===== config.mk =====
export PLATFORM = sky130hd
export DESIGN_NAME = stack_alu_binary_ops
export DESIGN_NICKNAME = d
export VERILOG_FILES = /design/src/design/salu_pkg.sv /design/src/design/salu_ram.sv /design/src/design/stack_alu_binary_ops.sv
export SDC_FILE = /design/constraint.sdc
export NUM_CORES = 2
export LEC_CHECK = 0
export BUFFER_PORTS_ARGS = -buffer_cell sky130_fd_sc_hd__buf_2
export CAP_MARGIN = 30
export CORE_ASPECT_RATIO = 0.75
export CORE_MARGIN = 2
export CORE_UTILIZATION = 40
export DETAILED_ROUTE_END_ITERATION = 16
export PLACE_DENSITY = 0.63
export REMOVE_ABC_BUFFERS = 1
export SLEW_MARGIN = 20
export SYNTH_ARGS = -nofsm -noshare
export SYNTH_HDL_FRONTEND = slang
export SYNTH_SLANG_ARGS = --single-unit
export TNS_END_PERCENT = 10

===== constraint.sdc =====
create_clock -name clk -period 6.1 [get_ports clk]
set_input_delay 0.305 -clock clk [delete_from_list [all_inputs] [get_ports clk]]
set_output_delay 0.305 -clock clk [all_outputs]
set_load 0.05 [all_outputs]

===== src/design/salu_pkg.sv =====
`default_nettype none
// ----------------------------------------------------------------------------
// Stack ALU package
// Shared types and constants for the stack-machine ALU and its checker.
// ----------------------------------------------------------------------------
package salu_pkg;

	localparam int WORD_W = 32;
	localparam int CNT_W  = 7;
	localparam int ITER_W = 5;
	localparam logic [ITER_W-1:0] ITER_LAST = 5'd31;

	typedef enum logic [2:0] {
		OP_PUSH = 3'd0,
		OP_SWAP = 3'd1,
		OP_ADD  = 3'd2,
		OP_SUB  = 3'd3,
		OP_DIV  = 3'd4,
		OP_MUL  = 3'd5
	} op_t;

	typedef enum logic [1:0] {
		ST_OK      = 2'd0,
		ST_SHORT   = 2'd1,
		ST_DIVZERO = 2'd2,
		ST_FULL    = 2'd3
	} status_t;

	typedef enum logic [3:0] {
		S_IDLE,
		S_EXEC,
		S_NEG_S,
		S_NEG_T,
		S_DIV_LOOP,
		S_DIV_FIX,
		S_MUL_LOOP,
		S_RESP
	} state_t;

endpackage
`default_nettype wire


===== src/design/salu_ram.sv =====
`default_nettype none
// ----------------------------------------------------------------------------
// Stack ALU RAM
// Generic single-write, single-read memory with a registered read port.
// ----------------------------------------------------------------------------
module salu_ram #(
	parameter int WIDTH = 32,
	parameter int DEPTH = 64
) (
	input  wire                       clk,
	input  wire                       we,
	input  wire [$clog2(DEPTH)-1:0]   waddr,
	input  wire [WIDTH-1:0]           wdata,
	input  wire [$clog2(DEPTH)-1:0]   raddr,
	output logic [WIDTH-1:0]          rdata
);

	logic [WIDTH-1:0] mem_q [DEPTH];

	always_ff @(posedge clk) begin
		if (we) begin
			mem_q[waddr] <= wdata;
		end
		rdata <= mem_q[raddr];
	end

endmodule
`default_nettype wire


===== src/design/stack_alu_binary_ops.sv =====
`default_nettype none
// ----------------------------------------------------------------------------
// Stack ALU with binary operations
// Bounded operand stack of 32-bit words running push, swap, add, sub, div
// and mul. The top word lives in a register, the words below it in a RAM.
// ----------------------------------------------------------------------------
//  Channel  Direction  Signals
//  req      in         req_valid, req_ready, req_type, push_value
//  rsp      out        rsp_valid, rsp_ready, status, top_value, stack_count
//
// A push, a fault for a short or full stack or an unknown request goes straight
// to the response state; swap, add, sub and a division by zero pass an execute
// state first; mul adds a multiply loop, div two negate states, a divide loop
// and a fix-up state. Mul and div run 32 steps of one shared 34-bit adder.
// Reset empties the stack; the RAM itself is not cleared.
// A stalled response holds the block in its response state.
// ----------------------------------------------------------------------------
module stack_alu_binary_ops
	import salu_pkg::*;
#(
	parameter int STACK_ENTRIES = 64
) (
	input  wire                  clk,
	input  wire                  arst_n,
	input  wire                  req_valid,
	output logic                 req_ready,
	input  wire [2:0]            req_type,
	input  wire signed [31:0]    push_value,
	output logic                 rsp_valid,
	input  wire                  rsp_ready,
	output logic [1:0]           status,
	output logic signed [31:0]   top_value,
	output logic [6:0]           stack_count
);

	localparam int AW = $clog2(STACK_ENTRIES);
	localparam int DW = $clog2(STACK_ENTRIES + 1);

	state_t state_q, state_d;

	logic [DW-1:0]     depth_q;
	logic              depth_inc, depth_dec;
	op_t               op_q;
	status_t           st_q, st_d;
	logic              st_we;
	logic [WORD_W-1:0] top_q, top_d;
	logic              top_we;
	logic [WORD_W-1:0] rem_q, quo_q, dvs_q;
	logic              neg_q;
	logic [ITER_W-1:0] iter_q;

	logic              rsp_valid_q;
	status_t           rsp_status_q;
	logic [WORD_W-1:0] rsp_top_q;
	logic [CNT_W-1:0]  rsp_count_q;
	logic              rsp_load;

	logic              ram_we;
	logic [AW-1:0]     ram_waddr, ram_raddr;
	logic [WORD_W-1:0] ram_wdata, ram_rdata;

	logic [33:0]       add_a, add_b, add_sum;
	logic              add_sub;

	logic [DW-1:0]     depth_m1, depth_m2;
	logic              full, short;
	logic              accept;
	logic [WORD_W:0]   div_sh;
	logic [DW+6:0]     count_ext;

	assign depth_m1  = depth_q - DW'(1);
	assign depth_m2  = depth_q - DW'(2);
	assign full      = (depth_q >= DW'(STACK_ENTRIES));
	assign short     = (depth_q < DW'(2));
	assign accept    = req_valid && req_ready;
	assign div_sh    = {rem_q, quo_q[WORD_W-1]};
	assign ram_raddr = depth_m2[AW-1:0];

	assign add_sum = add_a + (add_sub ? ~add_b : add_b) + {33'd0, add_sub};

	salu_ram #(
		.WIDTH(WORD_W),
		.DEPTH(STACK_ENTRIES)
	) u_ram (
		.clk  (clk),
		.we   (ram_we),
		.waddr(ram_waddr),
		.wdata(ram_wdata),
		.raddr(ram_raddr),
		.rdata(ram_rdata)
	);

	always_ff @(posedge clk or negedge arst_n) begin
		if (!arst_n) begin
			state_q     <= S_IDLE;
			depth_q     <= '0;
			rsp_valid_q <= 1'b0;
		end else begin
			state_q <= state_d;
			if (depth_inc) begin
				depth_q <= depth_q + DW'(1);
			end else if (depth_dec) begin
				depth_q <= depth_m1;
			end
			if (rsp_load) begin
				rsp_valid_q <= 1'b1;
			end else if (rsp_ready) begin
				rsp_valid_q <= 1'b0;
			end
		end
	end

	always_comb begin
		state_d   = state_q;
		req_ready = 1'b0;
		depth_inc = 1'b0;
		depth_dec = 1'b0;
		st_we     = 1'b0;
		st_d      = ST_OK;
		top_we    = 1'b0;
		top_d     = top_q;
		ram_we    = 1'b0;
		ram_waddr = depth_m1[AW-1:0];
		ram_wdata = top_q;
		rsp_load  = 1'b0;
		add_a     = {2'b00, ram_rdata};
		add_b     = {2'b00, top_q};
		add_sub   = 1'b0;
		unique case (state_q)
			S_IDLE: begin
				req_ready = 1'b1;
				if (req_valid) begin
					st_we   = 1'b1;
					state_d = S_RESP;
					case (op_t'(req_type))
						OP_PUSH: begin
							if (full) begin
								st_d = ST_FULL;
							end else begin
								ram_we    = (depth_q != '0);
								top_we    = 1'b1;
								top_d     = push_value;
								depth_inc = 1'b1;
							end
						end
						OP_SWAP, OP_ADD, OP_SUB, OP_DIV, OP_MUL: begin
							if (short) begin
								st_d = ST_SHORT;
							end else begin
								state_d = S_EXEC;
							end
						end
						default: begin
							st_d = ST_OK;
						end
					endcase
				end
			end
			S_EXEC: begin
				add_sub = (op_q == OP_SUB);
				state_d = S_RESP;
				case (op_q)
					OP_SWAP: begin
						ram_we    = 1'b1;
						ram_waddr = depth_m2[AW-1:0];
						top_we    = 1'b1;
						top_d     = ram_rdata;
					end
					OP_ADD, OP_SUB: begin
						top_we    = 1'b1;
						top_d     = add_sum[WORD_W-1:0];
						depth_dec = 1'b1;
					end
					OP_DIV: begin
						if (top_q == '0) begin
							st_we = 1'b1;
							st_d  = ST_DIVZERO;
						end else begin
							state_d = S_NEG_S;
						end
					end
					default: begin
						state_d = S_MUL_LOOP;
					end
				endcase
			end
			S_NEG_S: begin
				add_a   = '0;
				add_b   = {2'b00, quo_q};
				add_sub = 1'b1;
				state_d = S_NEG_T;
			end
			S_NEG_T: begin
				add_a   = '0;
				add_b   = {2'b00, dvs_q};
				add_sub = 1'b1;
				state_d = S_DIV_LOOP;
			end
			S_DIV_LOOP: begin
				add_a   = {1'b0, div_sh};
				add_b   = {2'b00, dvs_q};
				add_sub = 1'b1;
				if (iter_q == ITER_LAST) begin
					state_d = S_DIV_FIX;
				end
			end
			S_DIV_FIX: begin
				add_a     = '0;
				add_b     = {2'b00, quo_q};
				add_sub   = 1'b1;
				top_we    = 1'b1;
				top_d     = neg_q ? add_sum[WORD_W-1:0] : quo_q;
				depth_dec = 1'b1;
				state_d   = S_RESP;
			end
			S_MUL_LOOP: begin
				add_a = {2'b00, rem_q};
				add_b = {2'b00, dvs_q};
				if (iter_q == ITER_LAST) begin
					top_we    = 1'b1;
					top_d     = quo_q[0] ? add_sum[WORD_W-1:0] : rem_q;
					depth_dec = 1'b1;
					state_d   = S_RESP;
				end
			end
			S_RESP: begin
				if (!rsp_valid_q || rsp_ready) begin
					rsp_load = 1'b1;
					state_d  = S_IDLE;
				end
			end
			default: begin
				state_d = S_IDLE;
			end
		endcase
	end

	always_ff @(posedge clk) begin
		if (accept) begin
			op_q <= op_t'(req_type);
		end
		if (st_we) begin
			st_q <= st_d;
		end
		if (top_we) begin
			top_q <= top_d;
		end
		case (state_q)
			S_EXEC: begin
				neg_q  <= ram_rdata[WORD_W-1] ^ top_q[WORD_W-1];
				iter_q <= '0;
				rem_q  <= '0;
				if (op_q == OP_MUL) begin
					quo_q <= top_q;
					dvs_q <= ram_rdata;
				end else begin
					quo_q <= ram_rdata;
					dvs_q <= top_q;
				end
			end
			S_NEG_S: begin
				if (quo_q[WORD_W-1]) begin
					quo_q <= add_sum[WORD_W-1:0];
				end
			end
			S_NEG_T: begin
				if (dvs_q[WORD_W-1]) begin
					dvs_q <= add_sum[WORD_W-1:0];
				end
			end
			S_DIV_LOOP: begin
				iter_q <= iter_q + ITER_W'(1);
				quo_q  <= {quo_q[WORD_W-2:0], ~add_sum[33]};
				rem_q  <= add_sum[33] ? div_sh[WORD_W-1:0] : add_sum[WORD_W-1:0];
			end
			S_MUL_LOOP: begin
				iter_q <= iter_q + ITER_W'(1);
				quo_q  <= {1'b0, quo_q[WORD_W-1:1]};
				dvs_q  <= {dvs_q[WORD_W-2:0], 1'b0};
				if (quo_q[0]) begin
					rem_q <= add_sum[WORD_W-1:0];
				end
			end
			default: begin
			end
		endcase
	end

	assign count_ext = {7'd0, depth_q};

	always_ff @(posedge clk) begin
		if (rsp_load) begin
			rsp_status_q <= st_q;
			rsp_top_q    <= (depth_q == '0) ? '0 : top_q;
			rsp_count_q  <= count_ext[CNT_W-1:0];
		end
	end

	assign rsp_valid   = rsp_valid_q;
	assign status      = rsp_status_q;
	assign top_value   = rsp_top_q;
	assign stack_count = rsp_count_q;

endmodule
`default_nettype wire


==> Implementation_results.wiki <==
{| class="wikitable"
! Metric !! Value
|-
| Slew headroom || 0.236
|-
| Flop pwr share || 0.323
|-
| # setup viols final || 0
|-
| TritonRoute pass-1 iters || 6
|-
| Internal Dissipation || 37.5 mW
|-
| Clock latency on the worst-skew pair || 0.90 ns
|-
| Wire length reported by the detailed router || 273000 um
|-
| Most area-consuming cells after synthesis || edfxtp_1 (72%), mux4_2 (16%), mux2i_1 (1.2%)
|-
| Worst hold slack across all endpoints || 0.280 ns
|-
| Fraction of layout cells with a size suffix above 1 || 0.272
|-
| Switch Pwr || 26.5 mW
|-
| TritonCTS Buffers || 211
|-
| Class of the tightest hold or removal check || in -> reg
|-
| Die Height || 421 um
|-
| H-tree Lvls || 4
|-
| Vias after detailed routing || 50200
|-
| Die Width || 560 um
|-
| Dpl ws || 0.686 ns
|-
| Total count of max-transition violations in the final report || 0
|-
| DIE AREA || 236000 um2
|-
| Hold Vio Cnt, Final || 0
|-
| Std-Cell Rows || 153
|-
| Worst setup EP type || register
|-
| Most frequent cells in the layout || edfxtp_1 (2228), mux4_2 (671), clkbuf_16 (211)
|-
| Portion of synthesized cell area occupied by the leading cell type || 0.720
|-
| Cell chosen for the clock root || clkbuf_16
|-
| Crit-path max FO || 52
|-
| Outcome || finished clean
|-
| Count of flip-flops with a built-in enable after synthesis || 2228
|-
| Ys async rst share || 0.00484
|-
| Largest net degree at the start of global routing || 150
|-
| Crit path launch type || register
|-
| Maximum resistive drop on vdd || 658 uV
|-
| Count of maximum capacitance violations || 0
|-
| Initial core utilization || 0.401
|-
| Achievable clock frequency || 179 MHz
|-
| Area growth from synthesis to layout || 14.2%
|-
| Final min period || 5.59 ns
|-
| Wire length per cell after detailed routing || 33.5 um
|-
| Leakage Power || 33.1 nW
|-
| Number of distinct library cell variants in the gate-level netlist after synthesis || 75
|-
| Sw Share || 0.414
|-
| Global Route Usage Sum || 0.227
|-
| Most common cell after layout, fill and taps aside || edfxtp_1
|-
| Post-synthesis instance area || 92900 um2
|-
| Startpoint-to-endpoint class of the critical path || reg -> reg
|-
| Count of clock tree sinks || 2271
|-
| Synthesis Warnings || 0
|-
| Proportion of synthesized chip area in sequential cells || 0.730
|-
| Detailed-placement wirelength estimate || 162000 um
|-
| Post-Syn Area per Cell || 20.2 um2
|-
| Wire length of the first global-routing pass || 380000 um
|-
| Total power density per cell area || 604 nW/um2
|-
| Post-route fraction of the period consumed by the critical path || 0.916
|-
| #FFs+latches synth || 2271
|-
| Final RePlAce weighted congestion || 0.986
|-
| Overall power || 64.1 mW
|-
| Core area || 231000 um2
|-
| Primary FF master, synth || edfxtp_1
|-
| Clock-pin slew on the worst setup and hold paths || 0.07 ns
|-
| # nets final || 4947
|-
| Clock tree skew after final layout || 0.0718 ns
|-
| Number of global-route vias before repair || 47700
|-
| Clock Power Share || 0.207
|-
| CTS tree || done
|-
| Unrepaired setup endpoints after global routing || no
|-
| Required time worst endpoint || 6.78 ns
|-
| Post-Syn Instances || 4610
|-
| Final setup margin || 0.515 ns
|-
| Number of antenna violations at the first check in global routing || 25
|-
| Final ANT Viol Nets || 0
|-
| Port Buf Inserts || 81
|-
| Actual slew at the worst max-slew pin || 1.15 ns
|-
| Maximum clock insertion buffer count || 4
|-
| Vias per std cell || 6.16
|-
| DR DRC count || 0
|-
| GR Overflow Total || 0
|-
| Buffer count from post-CTS setup fixing || 0
|-
| Boundary pin count || 82
|-
| Total negative setup slack || 0 ns
|-
| Flop-to-flop setup slack || 0.51 ns
|-
| Share of total power in combinational logic || 0.470
|-
| Cell type with the highest aggregate area in the netlist || edfxtp_1
|-
| Arrival time at the worst endpoint || 6.26 ns
|-
| 1st-iter DRT viols || 8202
|}
==> registers in the layout (all words and copies together) (netlist names), 7 cells and up <==
signal       flops
depth_q          7
ram_wdata       32
top_value       32
u_ram.mem_q   2048
dvs_q           32
stack_count      7
u_ram.rdata     32
rem_q           32
quo_q           32
==> cells in the mapped netlist (27+ instances only) <==
master	instances
mux4_2	671
dfxtp_1	32
clkbuf_1	195
and2_1	41
a221o_1	31
xnor2_1	57
nand3_1	29
nor2b_1	27
nor2_1	147
o21ai_0	79
a22o_1	48
buf_1	69
inv_1	29
mux2i_1	108
ha_1	40
nand2_1	204
a21oi_1	211
a21o_1	36
edfxtp_1	2228
==> power groups by stage <==
stage	registers [mW]	logic [mW]	clock network, mW
after floorplan	21.7	17.6	0
after global placement	20.9	29.2	0
after detailed placement	20.9	29.3	0
after CTS	20.5	29.4	13.4
after global routing	20.6	31.5	14.0
final	20.7	30.1	13.3
==> cells by family (layout without fill, tap and decap cells) <==
logic type	after synthesis	count (layout)	share of synthesized area
adders and majority gates	41	41	0.00560
muxes	792	792	0.176
and+or+nand+nor	527	527	0.0258
buffers and inverters	305	733	0.0127
AOI/OAI and AO/OA	599	599	0.0427
xor gates and xnor gates	75	75	0.00727
other	0	11	0
DFF	2271	2271	0.730
==> metal layers <==
metal | part of all wire | GRT usage
met5 | 0.00037 | 0.00121
met1 | 0.42 | 0.352
met4 | 0.024 | 0.0529
met3 | 0.13 | 0.0646
met2 | 0.42 | 0.315
==> critical path, stage by stage, from the launching register on <==
cell and delay, ns:
dfrtp_2 0.54, buf_4 0.66, mux2_2 0.43, a211oi_2 0.28, o211ai_1 0.26, and2_1 0.23, fa_1 0.45, a21oi_1 0.27
o2111ai_1 0.23, a21o_1 0.29, a41o_1 0.39, a31oi_1 0.37, o21bai_1 0.12, xor2_1 0.53, mux2i_1 0.17, o22ai_1 0.18
==> cell type report <==
| type | instances | area [um2] |
|---|---|---|
| sequential | 2271 | 67800 |
| timing repair buffer | 317 | 2860 |
| antenna | 11 | 27.5 |
| inverter | 32 | 120 |
| clock buffer | 259 | 5500 |
| tap | 3100 | 3880 |
| multi-input combinational | 2034 | 24500 |
| clock inverter | 125 | 1290 |
| fill | 19200 | 125000 |
==> what timing repair did <==
item	4_1_cts	5_1_grt
hold buffers	39	0
endpoints found under the setup margin	0	0
endpoints found under the hold margin	56	0
resized for setup	0	0
==> worst paths after layout <==
| check | startpoint | endpoint | depth (start not counted) |
|---|---|---|---|
| max in group asynchronous | arst_n | state_q[1] | 3 |
| min in group asynchronous | arst_n | depth_q[6] | 3 |
| min reg2reg | st_q[0] | status[0] | 0 |
| min | req_type[2] | op_q[2] | 2 |
| max | state_q[0] | rem_q[18] | 15 |
| max reg2reg | state_q[0] | rem_q[18] | 15 |
==> stage by stage <==
stage,std cells,cell area [um2],util
floorplan,4337,91800,-
global placement,7711,98700,0.427
detailed placement,7715,98800,0.427
CTS,8138,106000,0.458
global route,8139,106000,0.458
finish,8149,106000,0.458
Note: power is estimated with default switching activity, not from simulation.
